`src/design/lhp_pkg.sv`:
```
// shared types and constants for the latency histogram percentile core
`timescale 1ns / 1ps

package lhp_pkg;

   localparam int PCT_W     = 10;
   localparam int SLOT_W    = 3;
   localparam int CSR_IDX_W = 3;
   localparam int DATA_W    = 32;
   localparam int NUM_REGS  = 5;

   // register indexes on the csr port
   localparam logic [CSR_IDX_W-1:0] CSR_PCT_SLOT0 = 3'd0;
   localparam logic [CSR_IDX_W-1:0] CSR_PCT_SLOT4 = 3'd4;

   localparam logic [PCT_W-1:0] PCT_RESET [NUM_REGS] = '{
      10'd200, 10'd500, 10'd900, 10'd990, 10'd999
   };

   // operation codes
   localparam logic OP_RECORD = 1'b0;
   localparam logic OP_REPORT = 1'b1;

   typedef struct packed {
      logic              operation;
      logic [DATA_W-1:0] sample;
   } req_type;

   typedef struct packed {
      logic [SLOT_W-1:0] slot;
      logic [DATA_W-1:0] pct_value;
      logic [DATA_W-1:0] pct_samples;
      logic [DATA_W-1:0] min_latency;
      logic [DATA_W-1:0] max_latency;
      logic [DATA_W-1:0] total_samples;
      logic              last;
   } rsp_type;

   typedef enum logic [9:0] {
      ST_CLEAR = 10'b00_0000_0001,
      ST_IDLE  = 10'b00_0000_0010,
      ST_DRAIN = 10'b00_0000_0100,
      ST_PREP  = 10'b00_0000_1000,
      ST_READ  = 10'b00_0001_0000,
      ST_ACC   = 10'b00_0010_0000,
      ST_SCALE = 10'b00_0100_0000,
      ST_CHECK = 10'b00_1000_0000,
      ST_FILL  = 10'b01_0000_0000,
      ST_EMIT  = 10'b10_0000_0000
   } state_type;

endpackage

```
`src/design/lhp_record.sv`:
```
// record pipeline: sample to bucket index, then read-modify-write of the bucket count
`timescale 1ns / 1ps

module lhp_record #(
   parameter int BUCKET_BITS  = 6,
   parameter int BUCKET_COUNT = 1024
) (
   input  logic                            clock,
   input  logic                            reset,
   input  logic                            start,
   input  logic [lhp_pkg::DATA_W-1:0]      sample,
   output logic [$clog2(BUCKET_COUNT)-1:0] rd_addr,
   input  logic [lhp_pkg::DATA_W-1:0]      rd_data,
   output logic                            wr_en,
   output logic [$clog2(BUCKET_COUNT)-1:0] wr_addr,
   output logic [lhp_pkg::DATA_W-1:0]      wr_data,
   output logic                            busy
);

   localparam int IDX_W = $clog2(BUCKET_COUNT);
   localparam int RAW_W = BUCKET_BITS + 5;
   localparam int CMP_W = (RAW_W > IDX_W) ? RAW_W : IDX_W;

   // stage 1: sample held, top bit found
   logic                       v1_ff;
   logic [lhp_pkg::DATA_W-1:0] s1_ff;
   logic [4:0]                 top1;

   // stage 2: index formed, bucket read issued
   logic                       v2_ff;
   logic [lhp_pkg::DATA_W-1:0] s2_ff;
   logic [4:0]                 m2_ff;
   logic [4:0]                 e2;
   logic [lhp_pkg::DATA_W-1:0] shifted2;
   logic [RAW_W-1:0]           raw2;
   logic [CMP_W-1:0]           raw2_c;
   logic [IDX_W-1:0]           idx2;
   logic                       hit_in;

   // stage 3: count updated and written back
   logic                       v3_ff;
   logic [IDX_W-1:0]           idx3_ff;
   logic                       hit3_ff;
   logic [lhp_pkg::DATA_W-1:0] last_wd_ff;
   logic [lhp_pkg::DATA_W-1:0] base3;

   always_comb begin
      top1 = 5'd0;
      for (int b = 0; b < lhp_pkg::DATA_W; b++) begin
         if (s1_ff[b]) begin
            top1 = 5'(b);
         end
      end
   end

   always_comb begin
      e2       = m2_ff - 5'(BUCKET_BITS);
      shifted2 = s2_ff >> e2;
      if (m2_ff <= 5'(BUCKET_BITS)) begin
         raw2 = s2_ff[RAW_W-1:0];
      end else begin
         raw2 = ((RAW_W'(e2) + RAW_W'(1)) << BUCKET_BITS)
              + RAW_W'(shifted2[BUCKET_BITS-1:0]);
      end
      raw2_c = CMP_W'(raw2);
      if (raw2_c > CMP_W'(BUCKET_COUNT - 1)) begin
         idx2 = IDX_W'(BUCKET_COUNT - 1);
      end else begin
         idx2 = raw2_c[IDX_W-1:0];
      end
   end

   // the item now in stage 3 writes this cycle, so a read of the same bucket is stale
   assign hit_in = v3_ff && (idx3_ff == idx2);

   assign base3   = hit3_ff ? last_wd_ff : rd_data;
   assign rd_addr = idx2;
   assign wr_en   = v3_ff;
   assign wr_addr = idx3_ff;
   assign wr_data = base3 + lhp_pkg::DATA_W'(1);
   assign busy    = v1_ff | v2_ff | v3_ff;

   always_ff @(posedge clock) begin
      if (reset) begin
         v1_ff <= 1'b0;
         v2_ff <= 1'b0;
         v3_ff <= 1'b0;
      end else begin
         v1_ff <= start;
         v2_ff <= v1_ff;
         v3_ff <= v2_ff;
      end
   end

   always_ff @(posedge clock) begin
      s1_ff   <= sample;
      s2_ff   <= s1_ff;
      m2_ff   <= top1;
      idx3_ff <= idx2;
      hit3_ff <= hit_in;
      if (v3_ff) begin
         last_wd_ff <= wr_data;
      end
   end

endmodule

```
`config.mk`:
```
export PLATFORM = sky130hd
export DESIGN_NAME = lhp_record
export DESIGN_NICKNAME = d
export VERILOG_FILES = /design/src/design/lhp_pkg.sv /design/src/design/lhp_record.sv
export SDC_FILE = /design/constraint.sdc
export NUM_CORES = 1
export LEC_CHECK = 0
export BUFFER_PORTS_ARGS = -buffer_cell sky130_fd_sc_hd__buf_2
export CAP_MARGIN = 20
export CORE_ASPECT_RATIO = 0.8
export CORE_UTILIZATION = 34
export CTS_BUF_LIST = sky130_fd_sc_hd__clkbuf_4 sky130_fd_sc_hd__clkbuf_8
export DETAILED_ROUTE_END_ITERATION = 7
export GPL_TIMING_DRIVEN = 0
export SETUP_SLACK_MARGIN = 0.05
export SLEW_MARGIN = 20
export SYNTH_ARGS = -nofsm -noshare
export SYNTH_HDL_FRONTEND = slang
export SYNTH_SLANG_ARGS = --single-unit
```
`constraint.sdc`:
```
create_clock -name clock -period 4.66 [get_ports clock]
set_input_delay 0.932 -clock clock [delete_from_list [all_inputs] [get_ports clock]]
set_output_delay 0.932 -clock clock [all_outputs]
set_load 0.05 [all_outputs]
```
==> flow_summary.yaml, run 1 <==
detailed_routing:
  wl_per_cell_microns: 16.66
  drt-pass1-iter-count: 5
  drc_errors: 0
  vias: 4662
  drt-total-wl_microns: 14640
  final_antenna_net_count: 0
  viasPerCell: 5.304
  drt_iter0_markers: 330
sta:
  setup_violations: 0
  worst_pin_slew_ps: 941.1
  fmax_ghz: 0.2254
  fin_crit_sh_pct: 95.19
  rsz0062_at_grt: "no"
  fin_crit_ps: 4436
  clock-skew-final_ps: 13.68
  relSlewSlack_pct: 36.78
  finalHoldViolCount: 0
  maxSlewViolCount: 0
power:
  p_clk_share_pct: 28.4
  p_sw_mw: 0.6350
  pwr_density_cell_mw_per_mm2: 292.7
  vdd_drop_max_mv: 0.2153
  combPwrFrac_pct: 19.5
  switching_share_pct: 31.77
  leakagePower_nw: 2.606
  pwr-share-seq_pct: 52.0
  intPower_mw: 1.364
critical_path:
  cp-start-kind: "flip-flop"
  required_ps: 3730
  crit_buf_inv: 4
  worstSetupEndpointType: "output port"
  slowest_delay_ps: 510
  path_class: "flip-flop to output port"
  crit_slowest_cell: "dfxtp_1"
  cp.arrival_ps: 3500
  cpLargestDelayFamily: "buffers and inverters"
  critPathMostFrequentCell: "clkinv_2"
  worstPathMaxFanout: 10
  crit_chain: "buf_4 -> clkinv_2 -> ha_2 -> clkinv_2 -> mux4_2 -> a221oi_2 -> o221ai_1 -> nand2_1 -> buf_2"
cts:
  cts_tree: "done"
  numClockSinks: 108
  root_buffer: "clkbuf_8"
  clk_latency_ps: 390
  holdBufCountCts: 0
  clkSlewWorstSetupHoldPaths_ps: 110
  htree_num_levels: 3
  clockBufferDepth: 2
  cts_buffers: 9
grt:
  gr-usage-all-layers_pct: 17.97
  grt_max_degree: 28
  grt_pass1_vias: 4376
  gr-total-overflow: 0
  grt_pass1_wl_microns: 23110
  antenna_found_initial: 0
finish:
  layout_commonest_cell: "buf_2"
  stdcell_area_sq_mm: 0.006829
  finalNetCount: 731
  num_antenna_cells: 0
  fillCellCount: 1562
  drive_above_1_share_pct: 29.82
  syn_to_final_growth_pct: 24.50
  final_cell_mix: "buf_2, dfxtp_1, nand2_1"
  final_cells: 879
floorplanning:
  die_h_microns: 115.6
  row_count: 41
  io_pins: 121
  start_util_pct: 34.83
  dieWidth_microns: 144.0
  core_sq_mm: 0.01575
  die_area_sq_mm: 0.01665
placed_design:
  place.gp.congestion: 0.9049
  dpl-instance-area_sq_mm: 0.006481
  post-place-cells: 860
  dpl.hpwl_microns: 11310
  io_buffers: 120
synth:
  ys_types: 69
  synth-edff-count: 32
  synth_cells: 524
  synth_area_sq_mm: 0.005485
  synth_nets: 596
  synth.avg_cell_area_sq_um: 10.47
  ys_ff_latch: 108
  async_flop_share_pct: 0
  ys_seq_area_share_pct: 45.26
  synthFlopType: "dfxtp_1"
  yosysWarnings: 0
run_status:
  status: "completed"
flow_run:
  drv_cap: 0
worst_hold_path:
  hp-class: "flip-flop to flip-flop"
## cell usage after synthesis, drive strengths merged (3+ instances only)
cell type | count | share of area [%]
a2111oi | 5 | 0.80
a21boi | 4 | 0.55
a21oi | 25 | 2.3
a221o | 3 | 0.55
a31oi | 5 | 0.57
a32o | 7 | 1.3
a32oi | 5 | 0.80
and2b | 5 | 0.68
and3 | 5 | 0.57
buf | 12 | 1.3
clkbuf | 11 | 0.75
dfxtp | 76 | 28
edfxtp | 32 | 18
ha | 5 | 1.1
inv | 12 | 0.82
mux2 | 5 | 1.0
mux2i | 34 | 6.2
mux4 | 13 | 5.3
nand2 | 37 | 2.5
nand3 | 18 | 1.7
nand3b | 7 | 0.96
nand4 | 6 | 0.80
nand4b | 3 | 0.48
nor2 | 35 | 2.4
nor2b | 13 | 1.5
nor3 | 14 | 1.3
nor3b | 4 | 0.55
nor4 | 7 | 0.80
o211ai | 6 | 0.82
o21ai | 13 | 1.2
o21bai | 3 | 0.41
o22ai | 3 | 0.34
o31ai | 4 | 0.55
or3 | 7 | 0.80
xnor2 | 27 | 4.4
xor2 | 19 | 3.0
## power by group through the flow
stage               Clock (mW)  Sequential, mW  Combinational [mW]
CTS                      0.593            1.04               0.387
global placement             0            1.06               0.371
detailed placement           0            1.06               0.377
floorplan                    0            1.06               0.270
finish                   0.568            1.04               0.391
global route             0.619            1.04               0.418
## layout make-up
type	count	area [sq um]	share of cell area, %
clock buffers	9	123.9	1.814
flip-flops and latches	108	2487	36.42
inverters	14	55.05	0.8062
multi-input cells	379	2975	43.57
clock inverters	7	67.56	0.9894
plain buffers	20	163.9	2.400
repair buffers	127	686.9	10.06
well taps	215	269.0	3.939
## routing by layer
layer	part of all wire, %	global-route usage, %
met1	50	26.78
met2	43	26.31
met3	5.4	2.934
met4	1.6	5.674
met5	0	0
## flip-flops by register name, summed over array words and instances (netlist names)
| register | flops |
|---|---|
| wr_addr | 10 |
| s2_ff | 25 |
| last_wd_ff | 32 |
| s1_ff | 32 |
| hit3_ff | 1 |
| m2_ff | 5 |
| wr_en | 1 |
| v1_ff | 1 |
| v2_ff | 1 |
## kinds of logic (layout without fill, tap and decap cells)
logic type / count (synthesis) / in the layout / share of synthesized area [%]
adder cells (fa/ha/maj): 5 / 5 / 1.141
AO/OA/AOI/OAI: 105 / 105 / 13.69
XOR/XNOR: 47 / 47 / 7.892
multiplexers: 52 / 52 / 12.57
flip-flops: 108 / 108 / 45.26
buffers and inverters: 37 / 177 / 3.011
AND/OR/NAND/NOR: 170 / 170 / 16.45
## worst paths after layout
path              startpoint         end  slack (ps)  depth (start not counted)
hold reg to reg     s1_ff[0]    s2_ff[0]         350                          0
hold / removal      s1_ff[0]    s2_ff[0]         350                          0
setup / recovery    m2_ff[1]  rd_addr[3]         220                          9
setup reg to reg    m2_ff[0]     hit3_ff        1220                         12
## metrics by stage
| step | worst slack [ps] | utilization, % | total power, mW | setup TNS (ps) | hold WS, ps |
|---|---|---|---|---|---|
| 2_1_floorplan | 92.25 | - | 1.326 | 0 | 309.6 |
| 3_3_place_gp | -1058 | 41.02 | 1.434 | -7972 | 322.3 |
| 3_5_place_dp | -1056 | 41.15 | 1.439 | -7993 | 324.0 |
| 4_1_cts | 61.26 | 43.09 | 2.019 | 0 | 350.6 |
| 5_1_grt | 63.00 | 43.36 | 2.082 | 0 | 360.0 |
| 6_report | 224.0 | 43.36 | 1.999 | 0 | 350.3 |
## timing repair
action,4_1_cts,5_1_grt
gates resized for setup,29,9
pin swaps,1,2
setup endpoints to repair,24,13
setup buffers,3,3
(Power assumes the default switching activity.)
==> run 2, diff against run 1 <==
- ABC_AREA: default -> 1
- REMOVE_ABC_BUFFERS: default -> 1
==> flow_summary.yaml, run 2 <==
sta:
  finalHoldWorstSlack_ps: 332.7
  fin_crit_ps: 4252
  relSlewSlack_pct: 45.55
  finalHoldViolCount: 0
  fmax_ghz: 0.2352
  rsz0062_at_grt: "no"
  worst_pin_slew_ps: 796.1
  fin_crit_sh_pct: 91.24
  setup_violations: 0
  maxSlewViolCount: 0
  clock-skew-final_ps: 11.54
worst_hold_path:
  worstHoldStart: "s1_ff[0]"
  min_to: "s2_ff[0]"
  hp-class: "flip-flop to flip-flop"
  min_path_cells: 0
critical_path:
  cp.arrival_ps: 3320
  worstPathMaxFanout: 28
  path_class: "flip-flop to output port"
  critPathMostFrequentCell: "inv_1"
  required_ps: 3730
  worstSetupEndpointType: "output port"
  cp-start-kind: "flip-flop"
  reg2reg_depth: 13
  slowest_delay_ps: 560
  regToRegSetupSlack_ps: 1010
  r2r_end: "hit3_ff"
  rr_startpoint: "m2_ff[0]"
  crit_slowest_cell: "ha_2"
  crit_chain: "clkinv_4 -> ha_2 -> inv_1 -> nor2_1 -> inv_1 -> o21ai_0 -> o221ai_1 -> o211ai_1 -> buf_2"
synth:
  synth.avg_cell_area_sq_um: 8.639
  ys_types: 52
  synth-edff-count: 32
  yosysMostFrequentCell: "nand2_1"
  synth_commonest_cells: "nand2_1, dfxtp_1, inv_1, nor2_1, o21ai_0"
  synth_cells: 631
  synth_top_area_share_pct: 30.48
  yosys.area.top_type: "dfxtp_1"
  synthFlopType: "dfxtp_1"
  yosysWarnings: 0
  synth_area_sq_mm: 0.005451
  ys_seq_area_share_pct: 48.11
  yosys-top-cells-area: "dfxtp_1, edfxtp_1, nand2_1"
  async_flop_share_pct: 0
  ys_ff_latch: 115
power:
  p_total_mw: 2.473
  leakagePower_nw: 2.896
  vdd_drop_max_mv: 0.2562
  pwr_density_cell_mw_per_mm2: 368.1
finish:
  fillCellCount: 1593
  stdcell_area_sq_mm: 0.006718
  syn_to_final_growth_pct: 23.23
  drive_above_1_share_pct: 25.98
  layout_commonest_cell: "nand2_1"
  top_regs: "last_wd_ff: 32 flops, s1_ff: 32 flops, s2_ff: 32 flops"
  finalNetCount: 825
  num_antenna_cells: 0
  final_cell_mix: "nand2_1, buf_2, dfxtp_1"
  register_area_sq_mm: 0.002635
  multi_input_area_sq_mm: 0.002432
grt:
  antenna_found_initial: 0
  grt_pass1_wl_microns: 19580
  gr-total-overflow: 0
  grt_pass1_vias: 4085
  gr-usage-all-layers_pct: 15.53
  grt_max_degree: 45
cts:
  holdBufCountCts: 0
  clockBufferDepth: 2
  clk_latency_ps: 440
  htree_num_levels: 4
  cts_buffers: 17
  clkSlewWorstSetupHoldPaths_ps: 70
  numClockSinks: 115
  cts_setup_buffers: 0
  root_buffer: "clkbuf_8"
  cts_tree: "done"
floorplanning:
  die_h_microns: 115.3
  die_area_sq_mm: 0.01655
  row_count: 41
  start_util_pct: 34.73
  dieWidth_microns: 143.6
  io_pins: 121
  core_sq_mm: 0.01570
detailed_routing:
  drt-total-wl_microns: 12430
  drt_iter0_markers: 274
  wl_per_cell_microns: 12.67
  viasPerCell: 4.532
  final_antenna_net_count: 0
  drc_errors: 0
  drt-pass1-iter-count: 5
  vias: 4446
run_status:
  status: "completed"
placed_design:
  dpl-instance-area_sq_mm: 0.006259
  place.gp.congestion: 0.8617
  dpl.hpwl_microns: 9397
  io_buffers: 120
flow_run:
  drv_cap: 0
## run 2: routing by layer
layer  global-route usage (%)  vias up  wire length [microns]  part of all wire [%]
li1                         -     2327                      -                     -
met3                    5.581        5                    968                   7.8
met1                    19.83     1961                   5967                    48
met4                    5.887        0                     48                  0.39
met2                    24.01      153                   5445                    44
met5                        0        -                      0                     0
## run 2: cells by family after synthesis
logic type	share of synthesized area (%)
XOR/XNOR	5.784
multiplexers	5.417
buffers and inverters	7.322
adder cells (fa/ha/maj)	1.148
AO/OA/AOI/OAI	10.56
AND/OR/NAND/NOR	21.67
flip-flops	48.11
## run 2: cell type report
type / instances / area share [%]
flip-flops and latches: 115 / 39.23
clock buffers: 23 / 4.619
multi-input cells: 422 / 36.21
inverters: 74 / 4.265
well taps: 215 / 4.004
clock inverters: 9 / 1.844
repair inverters: 1 / 0.07450
repair buffers: 122 / 9.760
## run 2: critical path, delay by kind of cell, from the launching register on
family | cells | cell delay, ps
AO/OA/AOI/OAI | 3 | 600
adder cells (fa/ha/maj) | 1 | 560
buffers and inverters | 4 | 970
flip-flops | 1 | 490
AND/OR/NAND/NOR | 1 | 250
## run 2: power by group
group,switching [mW],total [mW],internal [mW],leakage [nW]
registers,0.0343,1.10,1.07,0.987
logic,0.250,0.366,0.116,1.68
clock network,0.401,1.00,0.603,0.225
## run 2: repair_timing
action | in CTS | in global routing
setup endpoints to repair | 11 | 12
gates resized for setup | 4 | 5
cloned | 0 | 1
## run 2: worst max path at each step
stage	from	endpoint	slack [ps]	cells past startpoint
3_5_place_dp	m2_ff[1]	rd_addr[4]	-420	9
6_report	m2_ff[1]	rd_addr[1]	410	9
4_1_cts	m2_ff[0]	rd_addr[1]	70	10
5_1_grt	m2_ff[1]	rd_addr[1]	100	9
3_3_place_gp	m2_ff[1]	rd_addr[4]	-420	9
2_1_floorplan	hit3_ff	wr_data[30]	-490	15
## run 2: per-stage QoR
stage               worst slack [ps]  std cells  setup TNS [ps]  util (%)
floorplan                     -489.2        611           -2160         -
global placement              -419.5        946           -4079     39.49
detailed placement            -419.0        948           -1263     39.87
CTS                            66.30        980               0     42.69
global route                   97.91        981               0     42.79
finish                         408.4        981               0     42.79
==> run 3, diff against run 2 <==
- CTS_BUF_LIST: sky130_fd_sc_hd__clkbuf_4 sky130_fd_sc_hd__clkbuf_8 -> sky130_fd_sc_hd__clkbuf_8
- SETUP_SLACK_MARGIN: 0.05 -> default
==> flow_summary.yaml, run 3 (same netlist as run 2, synthesis figures left out) <==
power:
  leakagePower_nw: 2.896
  vdd_drop_max_mv: 0.2562
  pwr_density_cell_mw_per_mm2: 367.0
  p_total_mw: 2.464
detailed_routing:
  final_antenna_net_count: 0
  viasPerCell: 4.535
  drt-total-wl_microns: 12410
  drc_errors: 0
  wl_per_cell_microns: 12.65
  drt-pass1-iter-count: 5
  vias: 4449
  drt_iter0_markers: 214
cts:
  cts_tree: "done"
  clk_latency_ps: 440
  clkSlewWorstSetupHoldPaths_ps: 70
  root_buffer: "clkbuf_8"
  holdBufCountCts: 0
  clockBufferDepth: 2
  htree_num_levels: 4
  numClockSinks: 115
  cts_buffers: 17
placed_design:
  io_buffers: 120
  place.gp.congestion: 0.8617
  dpl.hpwl_microns: 9397
  post-place-cells: 948
grt:
  met1_usage_pct: 19.83
  antenna_found_initial: 0
  grt_max_degree: 45
  grtUsageMet2_pct: 24.01
  grt_pass1_wl_microns: 19580
  grt-busiest-layer: "met2"
  gr-usage-all-layers_pct: 15.53
  grt_pass1_vias: 4091
  met3_usage_pct: 5.581
  gr-total-overflow: 0
critical_path:
  rr_startpoint: "m2_ff[0]"
  required_ps: 3730
  path_class: "flip-flop to output port"
  cpLargestDelayFamily: "buffers and inverters"
  reg2reg_depth: 13
  cp-start-kind: "flip-flop"
  crit_slowest_cell: "ha_2"
  crit_chain: "clkinv_4 -> ha_2 -> inv_1 -> nor2_1 -> inv_1 -> o21ai_0 -> o21ai_0 -> o21ai_0 -> buf_2"
  worstPathMaxFanout: 28
  r2r_end: "hit3_ff"
  slowest_delay_ps: 550
  worstSetupEndpointType: "output port"
  crit_buf_inv: 4
  regToRegSetupSlack_ps: 1020
  cp.arrival_ps: 3410
  critPathMostFrequentCell: "o21ai_0"
finish:
  drive_above_1_share_pct: 25.85
  final_cell_mix: "nand2_1, buf_2, dfxtp_1"
  syn_to_final_growth_pct: 23.16
  final_cells: 981
  fillCellCount: 1593
  num_antenna_cells: 0
  layout_commonest_cell: "nand2_1"
  register_area_sq_mm: 0.002635
  top_regs: "last_wd_ff: 32 flops, s1_ff: 32 flops, s2_ff: 32 flops"
  multi_input_area_sq_mm: 0.002432
  finalNetCount: 825
worst_hold_path:
  hp-class: "flip-flop to flip-flop"
  min_to: "s2_ff[0]"
  min_path_cells: 0
  worstHoldStart: "s1_ff[0]"
sta:
  finalSetupTns_ps: 0
  rsz0062_at_grt: "no"
  relSlewSlack_pct: 45.55
  finalHoldWorstSlack_ps: 332.7
  fin_crit_ps: 4339
  maxSlewViolCount: 0
  finalHoldViolCount: 0
  fmax_ghz: 0.2305
  clock-skew-final_ps: 11.45
  fin_crit_sh_pct: 93.11
  worst_pin_slew_ps: 796.1
  setup_violations: 0
floorplanning:
  die_h_microns: 115.3
  io_pins: 121
  row_count: 41
  die_area_sq_mm: 0.01655
  dieWidth_microns: 143.6
  start_util_pct: 34.73
  core_sq_mm: 0.01570
flow_run:
  drv_cap: 0
run_status:
  status: "completed"
[run 3: cell types whose count changed in the layout (fill, tap and decap cells not counted)]
cell / delta
clkbuf_4: -1
o21ai_0: +1
o21ai_1: -1
inv_1: +1
[run 3: worst max-delay path by stage]
stage                   from  depth (start not counted)           to  slack (ps)
floorplan            hit3_ff                         15  wr_data[30]        -490
global placement    m2_ff[1]                          9   rd_addr[4]        -420
detailed placement  m2_ff[1]                          9   rd_addr[4]        -420
CTS                 m2_ff[0]                         10   rd_addr[1]          70
global route        m2_ff[1]                          9   rd_addr[4]           4
finish              m2_ff[1]                          9   rd_addr[4]         320
[run 3: cell type report]
| type | count | share of cell area, % |
|---|---|---|
| Sequential cell | 115 | 39.25 |
| Clock inverter | 10 | 1.901 |
| Tap cell | 215 | 4.007 |
| Clock buffer | 22 | 4.510 |
| Timing Repair Buffer | 122 | 9.765 |
| Timing Repair inverter | 1 | 0.07454 |
| Inverter | 74 | 4.268 |
| Multi-Input combinational cell | 422 | 36.23 |
[run 3: report_power, final]
part | switching, mW | internal [mW]
Combinational | 0.250 | 0.116
Sequential | 0.0343 | 1.07
Clock | 0.400 | 0.595
[run 3: repair_timing]
item | CTS | global route
setup endpoints to repair | 10 | 12
resized for setup | 4 | 4
pin swaps | 0 | 0
cloned | 0 | 1
setup buffers | 0 | 0
[run 3: per-stage QoR]
step	worst slack, ps	area (sq um)	utilization [%]
6_report	321.0	6714	42.77
5_1_grt	3.689	6714	42.77
4_1_cts	66.30	6698	42.67
3_5_place_dp	-419.0	6259	39.87
3_3_place_gp	-419.5	6200	39.49
2_1_floorplan	-489.2	5330	-
[run 3: metal layers]
layer  share of wire (%)  vias up  wire length (microns)
li1                    -     2328                      -
met1                  48     1956                   5904
met5                   0        -                      0
met4                0.39        0                     48
met2                  44      160                   5445
met3                 8.2        5                   1015
